--- src/design/ecg_sample_filter_chain_core_defines.svh ---
// assertion macros shared by the filter chain rtl
// no dependencies; pulled in by the top level with `include
`ifndef ECG_SAMPLE_FILTER_CHAIN_CORE_DEFINES_SVH
`define ECG_SAMPLE_FILTER_CHAIN_CORE_DEFINES_SVH

// consequent must hold in the same cycle as the antecedent
`define ESFC_ASSERT_HOLDS(lbl, clk, rst_n, ante, cons) \
    lbl: assert property (@(posedge clk) disable iff (!rst_n) (ante) |-> (cons)) \
        else $error("esfc same-cycle check failed");

// consequent must hold in the cycle after the antecedent
`define ESFC_ASSERT_NEXT(lbl, clk, rst_n, ante, cons) \
    lbl: assert property (@(posedge clk) disable iff (!rst_n) (ante) |=> (cons)) \
        else $error("esfc next-cycle check failed");

`endif

--- src/design/esfc_pkg.sv ---
// shared types, widths, register indexes and fir coefficient table
// for the ecg sample filter chain; no dependencies
`timescale 1ns / 1ps

package esfc_pkg;

    localparam int SAMPLE_W       = 32;
    localparam int OPND_W         = 33;
    localparam int PROD_W         = 66;
    localparam int ACC_W          = 72;
    localparam int RAW_W          = 24;
    localparam int STATUS_W       = 8;
    localparam int CFG_IDX_W      = 4;
    localparam int CFG_DATA_W     = 32;
    localparam int READY_BIT_POS  = 5;
    localparam int IIR_TERMS      = 5;
    localparam int FIXED_TAPS     = 36;
    localparam int COEF_IDX_W     = 6;

    // configuration register indexes
    typedef enum logic [CFG_IDX_W-1:0] {
        CFG_ADC_MIDPOINT     = 4'd0,
        CFG_CONVERSION_SCALE = 4'd1,
        CFG_OUTPUT_GAIN      = 4'd2,
        CFG_IIR_B0           = 4'd3,
        CFG_IIR_B1           = 4'd4,
        CFG_IIR_B2           = 4'd5,
        CFG_IIR_A1           = 4'd6,
        CFG_IIR_A2           = 4'd7
    } t_cfg_idx;

    // register reset values
    localparam logic [23:0]        RST_ADC_MIDPOINT     = 24'd4194304;
    localparam logic [31:0]        RST_CONVERSION_SCALE = 32'd111358771;
    localparam logic [23:0]        RST_OUTPUT_GAIN      = 24'd65536;
    localparam logic signed [31:0] RST_IIR_B0           = 32'sd952079023;
    localparam logic signed [31:0] RST_IIR_B1           = -32'sd1904158046;
    localparam logic signed [31:0] RST_IIR_B2           = 32'sd952079023;
    localparam logic signed [31:0] RST_IIR_A1           = -32'sd2136449255;
    localparam logic signed [31:0] RST_IIR_A2           = 32'sd1062809798;

    // sequencer states
    typedef enum logic [3:0] {
        ST_IDLE,
        ST_SCALE,
        ST_SCALE_RND,
        ST_IIR,
        ST_IIR_DRAIN,
        ST_IIR_RND,
        ST_FIR,
        ST_FIR_DRAIN,
        ST_FIR_RND,
        ST_GAIN,
        ST_GAIN_RND
    } t_state;

    // per-cycle control of the delay line cells
    typedef struct packed {
        logic rotate;   // take value from the older neighbor (ring rotation)
        logic shift;    // take value from the newer neighbor (insert new sample)
    } t_cell_ctrl;

    // per-cycle control of the shared multiply-accumulate unit
    typedef struct packed {
        logic issue;    // product of this cycle is accumulated next cycle
        logic clear;    // start a fresh sum with this product
        logic sub;      // subtract instead of add
    } t_mac_op;

    localparam logic signed [31:0] FIR_COEF [FIXED_TAPS] = '{
        32'sd853968,     -32'sd313082,    -32'sd1927216,   -32'sd3405812,
        -32'sd3216222,   32'sd251717,     32'sd6789151,    32'sd12959334,
        32'sd12965508,   32'sd2274926,    -32'sd17739761,  -32'sd37402164,
        -32'sd41251658,  -32'sd15396201,  32'sd43756075,   32'sd124539513,
        32'sd202579713,  32'sd250553113,  32'sd250553113,  32'sd202579713,
        32'sd124539513,  32'sd43756075,   -32'sd15396201,  -32'sd41251658,
        -32'sd37402164,  -32'sd17739761,  32'sd2274926,    32'sd12965508,
        32'sd12959334,   32'sd6789151,    32'sd251717,     -32'sd3216222,
        -32'sd3405812,   -32'sd1927216,   -32'sd313082,    32'sd853968
    };

    // coefficient for the tap of a given age; ages past the fixed set are zero
    function automatic logic signed [31:0] fir_coef(input logic [7:0] age);
        logic signed [31:0] c;
        c = '0;
        if (age < 8'(FIXED_TAPS)) begin
            c = FIR_COEF[age[COEF_IDX_W-1:0]];
        end
        return c;
    endfunction

    // clamp a wide signed value to 32-bit signed
    function automatic logic signed [31:0] sat32(input logic signed [ACC_W-1:0] v);
        logic signed [31:0] r;
        if (v > 72'sh0_7FFF_FFFF) begin
            r = 32'sh7FFF_FFFF;
        end else if (v < -72'sh0_8000_0000) begin
            r = 32'sh8000_0000;
        end else begin
            r = v[31:0];
        end
        return r;
    endfunction

endpackage

--- src/design/esfc_mac.sv ---
// shared signed multiplier with registered product and exact accumulator
// depends on esfc_pkg for widths and the mac op struct
`timescale 1ns / 1ps

module esfc_mac (
    input  logic                                 i_clk,
    input  logic                                 i_rst_n,
    input  esfc_pkg::t_mac_op                    i_op,
    input  logic signed [esfc_pkg::OPND_W-1:0]   i_opnd_a,
    input  logic signed [esfc_pkg::OPND_W-1:0]   i_opnd_b,
    output logic signed [esfc_pkg::PROD_W-1:0]   o_prod,
    output logic signed [esfc_pkg::ACC_W-1:0]    o_acc
);

    logic signed [esfc_pkg::PROD_W-1:0] r_prod;
    esfc_pkg::t_mac_op                  r_op;
    logic signed [esfc_pkg::ACC_W-1:0]  r_acc;
    logic signed [esfc_pkg::ACC_W-1:0]  w_prod_ext;
    logic signed [esfc_pkg::ACC_W-1:0]  w_base;
    logic signed [esfc_pkg::ACC_W-1:0]  n_acc;

    // multiply stage
    always_ff @(posedge i_clk) begin
        r_prod <= i_opnd_a * i_opnd_b;
    end

    always_ff @(posedge i_clk) begin
        if (!i_rst_n) begin
            r_op <= '0;
        end else begin
            r_op <= i_op;
        end
    end

    // accumulate stage
    always_comb begin
        w_prod_ext = esfc_pkg::ACC_W'(r_prod);
        w_base     = r_op.clear ? '0 : r_acc;
        n_acc      = r_op.sub ? (w_base - w_prod_ext) : (w_base + w_prod_ext);
    end

    always_ff @(posedge i_clk) begin
        if (r_op.issue) begin
            r_acc <= n_acc;
        end
    end

    assign o_prod = r_prod;
    assign o_acc  = r_acc;

endmodule

--- config.mk ---
export PLATFORM = sky130hd
export DESIGN_NAME = esfc_mac
export DESIGN_NICKNAME = d
export VERILOG_FILES = /design/src/design/ecg_sample_filter_chain_core_defines.svh /design/src/design/esfc_pkg.sv /design/src/design/esfc_mac.sv
export SDC_FILE = /design/constraint.sdc
export NUM_CORES = 2
export LEC_CHECK = 0
export BUFFER_PORTS_ARGS = -buffer_cell sky130_fd_sc_hd__buf_4
export CAP_MARGIN = 30
export CORE_UTILIZATION = 60
export DETAILED_ROUTE_END_ITERATION = 10
export GPL_TIMING_DRIVEN = 0
export PLACE_DENSITY_LB_ADDON = 0.05
export SLEW_MARGIN = 20
export SYNTH_ARGS = -nofsm -noshare
export SYNTH_HDL_FRONTEND = slang
export SYNTH_SLANG_ARGS = --single-unit
--- constraint.sdc ---
create_clock -name i_clk -period 13.5 [get_ports i_clk]
set_clock_uncertainty 0.2 [all_clocks]
set_input_delay 2.7 -clock i_clk [delete_from_list [all_inputs] [get_ports i_clk]]
set_output_delay 2.7 -clock i_clk [all_outputs]
set_load 0.05 [all_outputs]
==> out/qor_table.md <==
| Stage | Quantity | Value |
|---|---|---|
| floorplanning | Effective utilization at floorplan | 0.6047 |
| yosys | Post-Syn Instances | 5326 |
| yosys | Net Count, Synth | 6832 |
| route | Routed len/inst | 25.57 um |
| worst setup path | Data arrival, critical path | 11.79 ns |
| yosys | Combinational family with the most area after synthesis | adder cells |
| floorplanning | CORE AREA | 80420 um2 |
| timing | Worst slew margin relative to its limit | 0.2423 |
| yosys | Avg Inst Size Synth | 9.130 um2 |
| global routing | Tot GR Track Use | 0.4275 |
| final layout | Final core utilization | 0.6509 |
| floorplanning | Die outline area | 82190 um2 |
| worst setup path | Standard cell with the maximum stage delay on the critical path | sky130_fd_sc_hd__fa_2 |
| global routing | Met2 Resource Use GR | 0.6400 |
| worst setup path | Setup Crit Path Kind | input pin to register |
| floorplanning | Die width | 286.7 um |
| yosys | Most used DFF post-synth | sky130_fd_sc_hd__edfxtp_1 |
| yosys | Number of synthesized flops with an enable pin | 72 |
| timing | Setup tns final | 0 ns |
| yosys | Async set-or-reset flop fraction in the synthesized netlist | 0 |
| timing | Final Setup Violations | 0 |
| worst setup path | Critical path endpoint category | register |
| clock network | Clk slew on worst S/H paths | 0.08 ns |
| route | Number of antenna-violating nets in the routed design | 0 |
| final layout | Area growth from synthesis to layout | 7.645% |
| final layout | Leading cell type in the layout, fill and taps excluded | sky130_fd_sc_hd__inv_1 |
| timing | Final worst path period need | 11.61 ns |
| final layout | Share of cells above drive strength 1 | 0.04962 |
| job | Number of maximum-capacitance constraint violations | 0 |
| yosys | Fraction of synthesized area in multiplexers | 0.001492 |
| final layout | Leading cell types in the layout, fill and taps excluded | sky130_fd_sc_hd__inv_1 (1170), sky130_fd_sc_hd__fa_1 (1145), sky130_fd_sc_hd__nand2_1 (597) |
| status | Result of the run | complete, no violations |
| worst setup path | Startpoint class of the critical path | input pin |
| route | First-pass iteration count of the detailed router | 6 |
| clock network | Post-CTS setup buffer count | 0 |
| global routing | Global-route wire length before repair | 253200 um |
| final layout | Count of filler cells inserted in the layout | 7020 |
| timing | Final worst-path cycle share | 0.8601 |
| yosys | Synthesized-area fraction occupied by ao, oa, aoi and oai cells | 0.06548 |
| global routing | Highest-utilization routing layer at the global route stage | met2 |
| floorplanning | Number of standard-cell rows in the floorplan | 104 |
| clock network | Bufs on Longest Clock Path | 2 |
| global routing | Maximum number of pins on one net before global-route repair | 56 |
| yosys | Area fraction in and, or, nand and nor cells after synthesis | 0.1661 |
| global routing | Number of antenna violations at the first check in global routing | 11 |
| floorplanning | Chip height | 286.7 um |
| route | Sum of routed wire length over all layers | 170000 um |
| timing | Final-report max-slew violation count | 0 |
| yosys | Total standard cell area after synthesis | 48630 um2 |
| clock network | H-Tree Depth | 4 |
| route | Detailed-route vias per instance | 5.784 |
| route | Vias post-DR | 38470 |
| floorplanning | Ports | 209 |
| route | Starting DRC count in detailed routing | 3409 |
| clock network | TritonCTS buffer count | 17 |
| worst setup path | CP Data Required Time | 13.68 ns |
| clock network | Post-cts sizing count | 0 |
| final layout | Final #Nets | 7075 |
| placed design | Port bufs | 208 |
| yosys | Total of flip-flops plus latches after synthesis | 141 |
| yosys | Unique masters post-synth | 69 |
| clock network | Root buf cell | sky130_fd_sc_hd__clkbuf_16 |
| global routing | Met1 usage in global routing | 0.5416 |
| timing | Fmax | 86.12 MHz |
| placed design | Routability congestion estimate | 1.037 |
| clock network | CTS tree | yes |
| worst setup path | Highest fanout seen on the critical path | 11 |
| global routing | GR Util met3 | 0.1533 |
| worst setup path | Critical Path Max Stage Delay | 0.81 ns |
| yosys | Area share of fa/ha/maj cells after synthesis | 0.5462 |
| hold path | Hold WC Path Type | register to register |
| route | Number of design rule violations left after detail routing | 0 |
| timing | Worst Tran Pin Value | 1.137 ns |
| yosys | Area share of xor/xnor cells in the synthesized design | 0.03710 |
| global routing | Vias in the first global route | 40330 |
| clock network | Hold-fix buffer count after cts | 0 |
| timing | Hold Slack | 0.4457 ns |
| worst setup path | Buffer and inverter count on the worst path | 6 |
| yosys | YS warnings | 0 |
| clock network | Clock Latency Late Sink | 0.45 ns |
| worst setup path | Worst path most repeated cell | sky130_fd_sc_hd__fa_1 |
| placed design | Post-DP HPWL | 149200 um |
| yosys | Sequential share of the synthesized area | 0.07287 |
| clock network | Clock tree sinks | 141 |
| worst setup path | Category of cells accounting for the largest share of critical-path delay | adder cells |
| timing | Final hold vios | 0 |
| timing | RSZ-0062 raised after global routing | no |
| global routing | Remaining global-route overflow | 0 |
-- registers in the layout (all words and copies together), names as in the netlist --
signal  flops
o_acc      72
o_prod     66
r_op        3
-- cell families after synthesis --
family | Yosys count
compound gates | 504
xor+xnor | 206
fa+ha+maj | 1435
buf+inv | 1435
flops | 141
mux | 6
simple gates | 1599
-- cell type report --
| cell class | instances | area, um2 | share of cell area |
|---|---|---|---|
| clock inverters | 15 | 166.4 | 0.003179 |
| multi-input cells | 3750 | 39700 | 0.7585 |
| flip-flops and latches | 141 | 3547 | 0.06777 |
| repair buffers | 224 | 1767 | 0.03375 |
| well taps | 1060 | 1326 | 0.02534 |
| diodes | 8 | 20.02 | 0.0003825 |
| plain buffers | 264 | 993.5 | 0.01898 |
| inverters | 1171 | 4395 | 0.08397 |
| clock buffers | 17 | 425.4 | 0.008127 |
-- per-layer routing --
metal / vias to the layer above / part of all wire
li1: 16410 / -
met1: 19380 / 0.38
met2: 2194 / 0.43
met3: 470 / 0.13
met4: 6 / 0.063
met5: - / 0.00024
-- final timing paths --
kind	slack, ns	startpoint	cells after the start	endpoint
hold reg to reg	0.45	r_op[2]	0	o_acc[65]
setup / recovery	1.89	i_opnd_b[2]	26	o_prod[64]
setup reg to reg	6.20	r_op[0]	15	o_acc[64]
hold / removal	0.45	r_op[2]	0	o_acc[65]
-- cells in the mapped netlist, types with 17 or more instances --
| library cell | count | share of area |
|---|---|---|
| sky130_fd_sc_hd__a21o_1 | 78 | 0.012 |
| sky130_fd_sc_hd__a21oi_1 | 183 | 0.019 |
| sky130_fd_sc_hd__a31oi_1 | 19 | 0.0024 |
| sky130_fd_sc_hd__and2_1 | 551 | 0.071 |
| sky130_fd_sc_hd__clkbuf_1 | 255 | 0.020 |
| sky130_fd_sc_hd__dfxtp_1 | 69 | 0.028 |
| sky130_fd_sc_hd__edfxtp_1 | 72 | 0.044 |
| sky130_fd_sc_hd__fa_1 | 1146 | 0.47 |
| sky130_fd_sc_hd__ha_1 | 289 | 0.074 |
| sky130_fd_sc_hd__inv_1 | 1170 | 0.090 |
| sky130_fd_sc_hd__nand2_1 | 597 | 0.046 |
| sky130_fd_sc_hd__nand2b_1 | 25 | 0.0032 |
| sky130_fd_sc_hd__nand3_1 | 29 | 0.0030 |
| sky130_fd_sc_hd__nand4_1 | 39 | 0.0050 |
| sky130_fd_sc_hd__nor2_1 | 165 | 0.013 |
| sky130_fd_sc_hd__nor2b_1 | 90 | 0.012 |
| sky130_fd_sc_hd__nor3_1 | 36 | 0.0037 |
| sky130_fd_sc_hd__nor4_1 | 17 | 0.0022 |
| sky130_fd_sc_hd__o21a_1 | 30 | 0.0046 |
| sky130_fd_sc_hd__o21ai_0 | 77 | 0.0079 |
| sky130_fd_sc_hd__o21bai_1 | 25 | 0.0039 |
| sky130_fd_sc_hd__xnor2_1 | 156 | 0.028 |
| sky130_fd_sc_hd__xor2_1 | 50 | 0.0090 |
-- stage by stage --
step / std cells / setup WS (ns) / instance area, um2
global placement: 6594 / 0.7871 / 51510
detailed placement: 6604 / 1.445 / 51660
CTS: 6636 / 1.924 / 52260
finish: 6650 / 1.889 / 52340
global route: 6642 / 1.569 / 52320
floorplan: 5326 / 3.162 / 48630
Power is not shown: default switching activity piles up to over one toggle a cycle in this logic, so the estimate is an artifact.
