`src/design/ecg_sample_filter_chain_core_defines.svh`:
```
// assertion macros shared by the filter chain rtl
// no dependencies; pulled in by the top level with `include
`ifndef ECG_SAMPLE_FILTER_CHAIN_CORE_DEFINES_SVH
`define ECG_SAMPLE_FILTER_CHAIN_CORE_DEFINES_SVH

// consequent must hold in the same cycle as the antecedent
`define ESFC_ASSERT_HOLDS(lbl, clk, rst_n, ante, cons) \
    lbl: assert property (@(posedge clk) disable iff (!rst_n) (ante) |-> (cons)) \
        else $error("esfc same-cycle check failed");

// consequent must hold in the cycle after the antecedent
`define ESFC_ASSERT_NEXT(lbl, clk, rst_n, ante, cons) \
    lbl: assert property (@(posedge clk) disable iff (!rst_n) (ante) |=> (cons)) \
        else $error("esfc next-cycle check failed");

`endif

```
`src/design/esfc_pkg.sv`:
```
// shared types, widths, register indexes and fir coefficient table
// for the ecg sample filter chain; no dependencies
`timescale 1ns / 1ps

package esfc_pkg;

    localparam int SAMPLE_W       = 32;
    localparam int OPND_W         = 33;
    localparam int PROD_W         = 66;
    localparam int ACC_W          = 72;
    localparam int RAW_W          = 24;
    localparam int STATUS_W       = 8;
    localparam int CFG_IDX_W      = 4;
    localparam int CFG_DATA_W     = 32;
    localparam int READY_BIT_POS  = 5;
    localparam int IIR_TERMS      = 5;
    localparam int FIXED_TAPS     = 36;
    localparam int COEF_IDX_W     = 6;

    // configuration register indexes
    typedef enum logic [CFG_IDX_W-1:0] {
        CFG_ADC_MIDPOINT     = 4'd0,
        CFG_CONVERSION_SCALE = 4'd1,
        CFG_OUTPUT_GAIN      = 4'd2,
        CFG_IIR_B0           = 4'd3,
        CFG_IIR_B1           = 4'd4,
        CFG_IIR_B2           = 4'd5,
        CFG_IIR_A1           = 4'd6,
        CFG_IIR_A2           = 4'd7
    } t_cfg_idx;

    // register reset values
    localparam logic [23:0]        RST_ADC_MIDPOINT     = 24'd4194304;
    localparam logic [31:0]        RST_CONVERSION_SCALE = 32'd111358771;
    localparam logic [23:0]        RST_OUTPUT_GAIN      = 24'd65536;
    localparam logic signed [31:0] RST_IIR_B0           = 32'sd952079023;
    localparam logic signed [31:0] RST_IIR_B1           = -32'sd1904158046;
    localparam logic signed [31:0] RST_IIR_B2           = 32'sd952079023;
    localparam logic signed [31:0] RST_IIR_A1           = -32'sd2136449255;
    localparam logic signed [31:0] RST_IIR_A2           = 32'sd1062809798;

    // sequencer states
    typedef enum logic [3:0] {
        ST_IDLE,
        ST_SCALE,
        ST_SCALE_RND,
        ST_IIR,
        ST_IIR_DRAIN,
        ST_IIR_RND,
        ST_FIR,
        ST_FIR_DRAIN,
        ST_FIR_RND,
        ST_GAIN,
        ST_GAIN_RND
    } t_state;

    // per-cycle control of the delay line cells
    typedef struct packed {
        logic rotate;   // take value from the older neighbor (ring rotation)
        logic shift;    // take value from the newer neighbor (insert new sample)
    } t_cell_ctrl;

    // per-cycle control of the shared multiply-accumulate unit
    typedef struct packed {
        logic issue;    // product of this cycle is accumulated next cycle
        logic clear;    // start a fresh sum with this product
        logic sub;      // subtract instead of add
    } t_mac_op;

    localparam logic signed [31:0] FIR_COEF [FIXED_TAPS] = '{
        32'sd853968,     -32'sd313082,    -32'sd1927216,   -32'sd3405812,
        -32'sd3216222,   32'sd251717,     32'sd6789151,    32'sd12959334,
        32'sd12965508,   32'sd2274926,    -32'sd17739761,  -32'sd37402164,
        -32'sd41251658,  -32'sd15396201,  32'sd43756075,   32'sd124539513,
        32'sd202579713,  32'sd250553113,  32'sd250553113,  32'sd202579713,
        32'sd124539513,  32'sd43756075,   -32'sd15396201,  -32'sd41251658,
        -32'sd37402164,  -32'sd17739761,  32'sd2274926,    32'sd12965508,
        32'sd12959334,   32'sd6789151,    32'sd251717,     -32'sd3216222,
        -32'sd3405812,   -32'sd1927216,   -32'sd313082,    32'sd853968
    };

    // coefficient for the tap of a given age; ages past the fixed set are zero
    function automatic logic signed [31:0] fir_coef(input logic [7:0] age);
        logic signed [31:0] c;
        c = '0;
        if (age < 8'(FIXED_TAPS)) begin
            c = FIR_COEF[age[COEF_IDX_W-1:0]];
        end
        return c;
    endfunction

    // clamp a wide signed value to 32-bit signed
    function automatic logic signed [31:0] sat32(input logic signed [ACC_W-1:0] v);
        logic signed [31:0] r;
        if (v > 72'sh0_7FFF_FFFF) begin
            r = 32'sh7FFF_FFFF;
        end else if (v < -72'sh0_8000_0000) begin
            r = 32'sh8000_0000;
        end else begin
            r = v[31:0];
        end
        return r;
    endfunction

endpackage

```
`src/design/esfc_tap_cell.sv`:
```
// one delay line cell of the fir: holds a single past sample
// depends on esfc_pkg for the cell control struct and widths
`timescale 1ns / 1ps

module esfc_tap_cell (
    input  logic                                i_clk,
    input  logic                                i_rst_n,
    input  esfc_pkg::t_cell_ctrl                i_ctrl,
    input  logic signed [esfc_pkg::SAMPLE_W-1:0] i_shift_in,
    input  logic signed [esfc_pkg::SAMPLE_W-1:0] i_rot_in,
    output logic signed [esfc_pkg::SAMPLE_W-1:0] o_value
);

    logic signed [esfc_pkg::SAMPLE_W-1:0] r_value;
    logic signed [esfc_pkg::SAMPLE_W-1:0] n_value;

    always_comb begin
        n_value = r_value;
        if (i_ctrl.shift) begin
            n_value = i_shift_in;
        end else if (i_ctrl.rotate) begin
            n_value = i_rot_in;
        end
    end

    always_ff @(posedge i_clk) begin
        if (!i_rst_n) begin
            r_value <= '0;
        end else begin
            r_value <= n_value;
        end
    end

    assign o_value = r_value;

endmodule

```
`config.mk`:
```
export PLATFORM = sky130hd
export DESIGN_NAME = esfc_tap_cell
export DESIGN_NICKNAME = d
export VERILOG_FILES = /design/src/design/ecg_sample_filter_chain_core_defines.svh /design/src/design/esfc_pkg.sv /design/src/design/esfc_tap_cell.sv
export SDC_FILE = /design/constraint.sdc
export NUM_CORES = 1
export LEC_CHECK = 0
export BUFFER_PORTS_ARGS = -buffer_cell sky130_fd_sc_hd__clkbuf_2
export CAP_MARGIN = 15
export CORE_MARGIN = 8
export CORE_UTILIZATION = 44
export CTS_CLUSTER_SIZE = 12
export DETAILED_ROUTE_END_ITERATION = 6
export PLACE_DENSITY = 0.83
export SYNTH_ARGS = -nofsm -noshare
export SYNTH_HDL_FRONTEND = slang
export SYNTH_SLANG_ARGS = --single-unit
```
`constraint.sdc`:
```
create_clock -name i_clk -period 1.3 [get_ports i_clk]
set_clock_uncertainty 0.05 [all_clocks]
set_input_delay 0.26 -clock i_clk [delete_from_list [all_inputs] [get_ports i_clk]]
set_output_delay 0.26 -clock i_clk [all_outputs]
set_load 0.005 [all_outputs]
```
==> results of run 1 <==
[metrics by stage]
step / setup WS [ns] / area, um2
after floorplan: 0.140 / 1780
after global placement: 0.0108 / 2320
after detailed placement: -0.00902 / 2320
after CTS: 0.231 / 2410
after global routing: 0.188 / 2410
final: 0.245 / 2410
[tightest hold or removal path, stage by stage]
cell and delay, ns:
clkbuf_2 0.07, or2b_1 0.08, o211a_1 0.13
[layout by cell type (no fill, tap or decap)]
master and n:
or2b_1 21, clkbuf_2 99, mux2_4 30, clkbuf_1 2, buf_12 5, dfxtp_1 32, nand2b_1 11, o211a_1 32
mux2_2 2, clkbuf_8 6
[layer usage]
layer  up-vias  track usage (%)  share of wire (%)
met4         0             3.89               0.38
met1       666             15.3                 42
met5         -                0                  0
li1        702                -                  -
met2        63             22.5                 45
met3         2             7.32                 12
[kinds of logic after synthesis]
| family | count (synthesis) | synth area share [%] |
|---|---|---|
| AOI/OAI and AO/OA | 32 | 18.0 |
| buffers and inverters | 13 | 6.61 |
| DFF | 32 | 36.0 |
| muxes | 32 | 26.6 |
| and+or+nand+nor | 32 | 12.7 |
[path summary, 6_finish.rpt]
kind	start	to	slack, ns	cells past startpoint
setup / recovery	o_value[24]	o_value[24]	0.24	1
hold / removal	i_shift_in[15]	o_value[15]	0.24	3
setup reg to reg	o_value[9]	o_value[9]	0.36	2
hold reg to reg	o_value[25]	o_value[25]	0.56	2
[final cells by class]
class | instances | area [um2]
multi-input combinational | 96 | 1020
clock buffer | 8 | 90.1
timing repair buffer | 104 | 596
tap | 50 | 62.6
fill | 339 | 1530
sequential | 32 | 641
[power breakdown]
| part | total [uW] | switching [uW] | internal (uW) |
|---|---|---|---|
| logic | 541 | 190 | 351 |
| clock network | 768 | 337 | 431 |
| registers | 1100 | 39.7 | 1060 |
==> impl_metrics.csv, run 1 <==
group,metric,value,unit
status,outcome,"finished clean",
hold_path,hold_path_class,"in2reg",
synthesis,synth-seq-cells,32,
die,rows,23,
grt,antenna_found_initial,0,
timing,timing.max_slew.rel_slack,90.3,%
setup_path,crit_path_end_kind,"output port",
power,total_power,2410,uW
die,core,3940,um2
timing,rsz0062_at_grt,"no",
synthesis,synthArstFlopShare,0,%
synthesis,synth_edf_count,0,
clocking,postCtsSetupRepairBufs,0,
synthesis,yosysWarnings,0,
grt,grt_start_max_net_pins,39,
placement,port_buffers,99,
synthesis,avgSynthCellArea,12.6,um2
timing,period_share,81.2,%
grt,grt_usage,13.8,%
synthesis,synth_cells,141,
setup_path,startpoint_type,"flop",
route,drc,0,
setup_path,cp_max_fo,2,
synthesis,seq_area_frac_synth,36.0,%
synthesis,synth_area,1780,um2
synthesis,synth_top_area_cell,"dfxtp_1",
route,dr.pass1.iters,4,
setup_path,critPathMaxStageDelay,0.35,ns
clocking,cts.sinks,32,
route,ant_nets,0,
clocking,cts_buffer_depth,2,
setup_path,critical_path_class,"reg2out",
clocking,htree_levels,2,
synthesis,synth_top_flop_cell,"dfxtp_1",
die,die_y,79.6,um
clocking,insertion_delay,0.27,ns
power,peakVddDrop,662,uV
final_layout,final_cells,290,
clocking,path_clk_slew,0.06,ns
final_layout,largest_reg_flops,32,
timing,period_minus_slack,1.06,ns
grt,grt_pass1_wl,7060,um
final_layout,areaGrowthSynthToFinish,35.5,%
final_layout,final_nets,307,
placement,place.gp.congestion,0.756,
timing,holdWs,0.241,ns
clocking,cts_hold_buf,0,
die,die_x,79.6,um
flow_run,max_cap_viol_count,0,
setup_path,crit_chain,"clkbuf_2",
final_layout,fin_util,61.1,%
synthesis,synthDistinctLibCells,11,
route,post_drt_wl_per_cell,15.4,um
power,p_per_area,999,nW/um2
placement,post-dp-hpwl,3390,um
route,avgViaCountPerCell,4.94,
final_layout,antenna_cells,0,
power,p_leak,0.00147,uW
setup_path,critPathArrivalTime,0.75,ns
setup_path,critPathBufInv,1,
die,num_io_pins,100,
timing,final_max_slew_viol_count,0,
setup_path,required,0.99,ns
clocking,cts_made_buffers,5,
timing,worst_slew_pin_slew,0.145,ns
timing,hold_viol,0,
setup_path,critPathTopFamily,"flip-flops",
die,start_util,45.1,%
die,dieArea,6330,um2
route,wl,4460,um
setup_path,critical_path.slowest_cell,"dfxtp_1",
synthesis,synth_top_area_share,36.0,%
grt,grt_pass1_vias,1547,
clocking,clock-root-buffer,"clkbuf_8",
timing,fmax,948,MHz
route,vias,1433,
final_layout,drive_above_1_share,59.2,%
route,drt_iter0_drc,57,
placement,placed_cells,282,
synthesis,ys_top_cells_by_count,"dfxtp_1 (32), o211a_1 (32), mux2_4 (30)",
timing,finalSetupTns,0,ns
timing,setup_viol,0,
synthesis,synthTopCellsByArea,"dfxtp_1 (36%), mux2_4 (25%), o211a_1 (18%)",
synthesis,syn-num-nets,209,
clocking,post_cts_resize_count,0,
clocking,cts_tree,"built",
grt,grt_overflow,0,
No activity file was read; power rests on OpenSTA's default activity.
==> run 2: changes to the inputs <==
--- a/config.mk
+++ b/config.mk
@@ -8,10 +8,10 @@
 export BUFFER_PORTS_ARGS = -buffer_cell sky130_fd_sc_hd__clkbuf_2
 export CAP_MARGIN = 15
 export CORE_MARGIN = 8
-export CORE_UTILIZATION = 44
+export CORE_UTILIZATION = 40
 export CTS_CLUSTER_SIZE = 12
 export DETAILED_ROUTE_END_ITERATION = 6
-export PLACE_DENSITY = 0.83
+export PLACE_DENSITY = 0.79
 export SYNTH_ARGS = -nofsm -noshare
 export SYNTH_HDL_FRONTEND = slang
 export SYNTH_SLANG_ARGS = --single-unit
==> constraint.sdc (replaced) <==
create_clock -name i_clk -period 0.9 [get_ports i_clk]
set_clock_uncertainty 0.05 [all_clocks]
set_input_delay 0.18 -clock i_clk [delete_from_list [all_inputs] [get_ports i_clk]]
set_output_delay 0.18 -clock i_clk [all_outputs]
set_load 0.005 [all_outputs]
==> impl_metrics.csv, run 2 (synthesis gave the netlist of run 1 again) <==
group,metric,value,unit
clocking,clock-root-buffer,"clkbuf_8",
power,p_per_area,1330,nW/um2
power,swShare,24.6,%
final_layout,antenna_cells,0,
route,drt_iter0_drc,19,
clocking,path_clk_slew,0.07,ns
timing,final_max_slew_viol_count,0,
setup_path,critPathArrivalTime,0.82,ns
route,wl,4960,um
final_layout,drive_above_1_share,74.4,%
die,dieArea,6830,um2
clocking,cts_hold_buf,0,
timing,timing.max_slew.rel_slack,90.2,%
route,ant_nets,0,
status,outcome,"finished, violations left",
final_layout,most-common-layout-cells,"clkbuf_2 (89), o211a_1 (32), dfxtp_2 (32)",
grt,grt_pass1_wl,7710,um
setup_path,critical_path_class,"reg2out",
power,p_leak,0.00159,uW
grt,grt_usage,14.5,%
route,drc,0,
placement,post-dp-hpwl,3470,um
hold_path,hold_path_class,"in2reg",
power,pwr-share-comb,26.0,%
placement,port_buffers,99,
flow_run,max_cap_viol_count,0,
clocking,cts.sinks,32,
setup_path,cp_common_cell,"buf_6",
setup_path,crit_start,"o_value[22]",
timing,worst_slew_pin_slew,0.147,ns
setup_path,r2r-start,"o_value[14]",
grt,grt_overflow,0,
grt,grt_pass1_vias,1684,
timing,period_share,117,%
power,peakVddDrop,848,uV
power,power_frac_clock,29.0,%
die,die_y,82.7,um
power,seqPwrFrac,45.1,%
clocking,insertion_delay,0.27,ns
clocking,cts_made_buffers,5,
status,violations,"negative setup slack",
timing,finalSetupTns,-3.38,ns
setup_path,startpoint_type,"flop",
power,power_switching,884,uW
timing,setup_viol,64,
final_layout,multi_input_area,1020,um2
timing,fmax,952,MHz
timing,setup_ws,-0.150,ns
clocking,cts_buffer_depth,2,
hold_path,hp-start,"i_shift_in[21]",
timing,rsz0062_at_grt,"yes",
clocking,postCtsSetupRepairBufs,0,
die,rows,24,
final_layout,final_common_cell,"clkbuf_2",
final_layout,regArea,681,um2
setup_path,critPathMaxStageDelay,0.33,ns
timing,holdWs,0.158,ns
die,core,4320,um2
route,vias,1494,
setup_path,required,0.67,ns
grt,antenna_found_initial,0,
setup_path,critPathBufInv,2,
final_layout,finish.instance_area,2690,um2
final_layout,largest_reg_flops,32,
route,dr.pass1.iters,2,
power,internal-power,2710,uW
final_layout,areaGrowthSynthToFinish,51.5,%
setup_path,critical_path.slowest_cell,"dfxtp_2",
setup_path,crit_chain,"buf_6 > buf_6",
placement,place.gp.congestion,0.680,
clocking,htree_levels,2,
timing,period_minus_slack,1.05,ns
die,num_io_pins,100,
clocking,cts_tree,"built",
placement,dpl_cell_area,2420,um2
placement,pre_cts_slack,-0.343,ns
route,post_drt_wl_per_cell,16.2,um
timing,hold_viol,0,
setup_path,crit_path_end_kind,"output port",
final_layout,final.fill_count,354,
die,start_util,41.1,%
final_layout,fin_util,62.3,%
grt,grt_start_max_net_pins,33,
setup_path,cp_max_fo,2,
die,die_x,82.7,um
setup_path,critPathTopFamily,"flip-flops",
route,avgViaCountPerCell,4.88,
final_layout,final_nets,322,
==> run 2: changes by cell type in the layout (fill, tap and decap cells not counted), sizes merged <==
| cell | delta |
|---|---|
| buf | +24 |
| clkbuf | -11 |
| clkinv | +1 |
==> run 2: metal layers <==
layer,vias up,GRT usage [%],routed length [um]
li1,733,-,-
met1,690,15.4,1900
met2,62,24.3,2500
met3,9,7.03,478
met4,0,5.52,80
met5,-,0,0
==> run 2: layout make-up <==
cell class                 instances  area share (%)
timing repair buffer             119            31.4
multi-input combinational         96            38.0
tap                               52            2.42
clock buffer                       6            2.69
clock inverter                     1           0.186
sequential                        32            25.3
==> run 2: repair_timing <==
action / 4_1_cts / 5_1_grt
cloned: 2 / 0
hold endpoints to repair: 0 / 0
setup endpoints to repair: 64 / 64
gates resized for setup: 45 / 14
==> run 2: final timing paths <==
kind	slack, ns	to	cells after the start
hold reg to reg	0.55	o_value[7]	2
hold / removal	0.16	o_value[21]	3
setup reg to reg	-0.06	o_value[14]	2
setup / recovery	-0.15	o_value[22]	2
==> run 2: metrics by stage <==
| stage | power [uW] | cells |
|---|---|---|
| 6_report | 3590 | 306 |
| 5_1_grt | 3790 | 306 |
| 4_1_cts | 3590 | 306 |
| 3_5_place_dp | 2460 | 297 |
| 3_3_place_gp | 2440 | 297 |
| 2_1_floorplan | 2090 | 141 |
==> run 2: power by group through the flow <==
stage	clock network [uW]	registers [uW]	logic (uW)
floorplan	0	1620	469
CTS	1070	1610	905
finish	1040	1620	932
detailed placement	0	1610	843
global placement	0	1610	831
global route	1150	1630	1010
==> run 2: worst register-to-register path, cell delays in order (launching register included) <==
cell	delay, ns
dfxtp_2	0.32
mux2_4	0.27
o211a_1	0.21
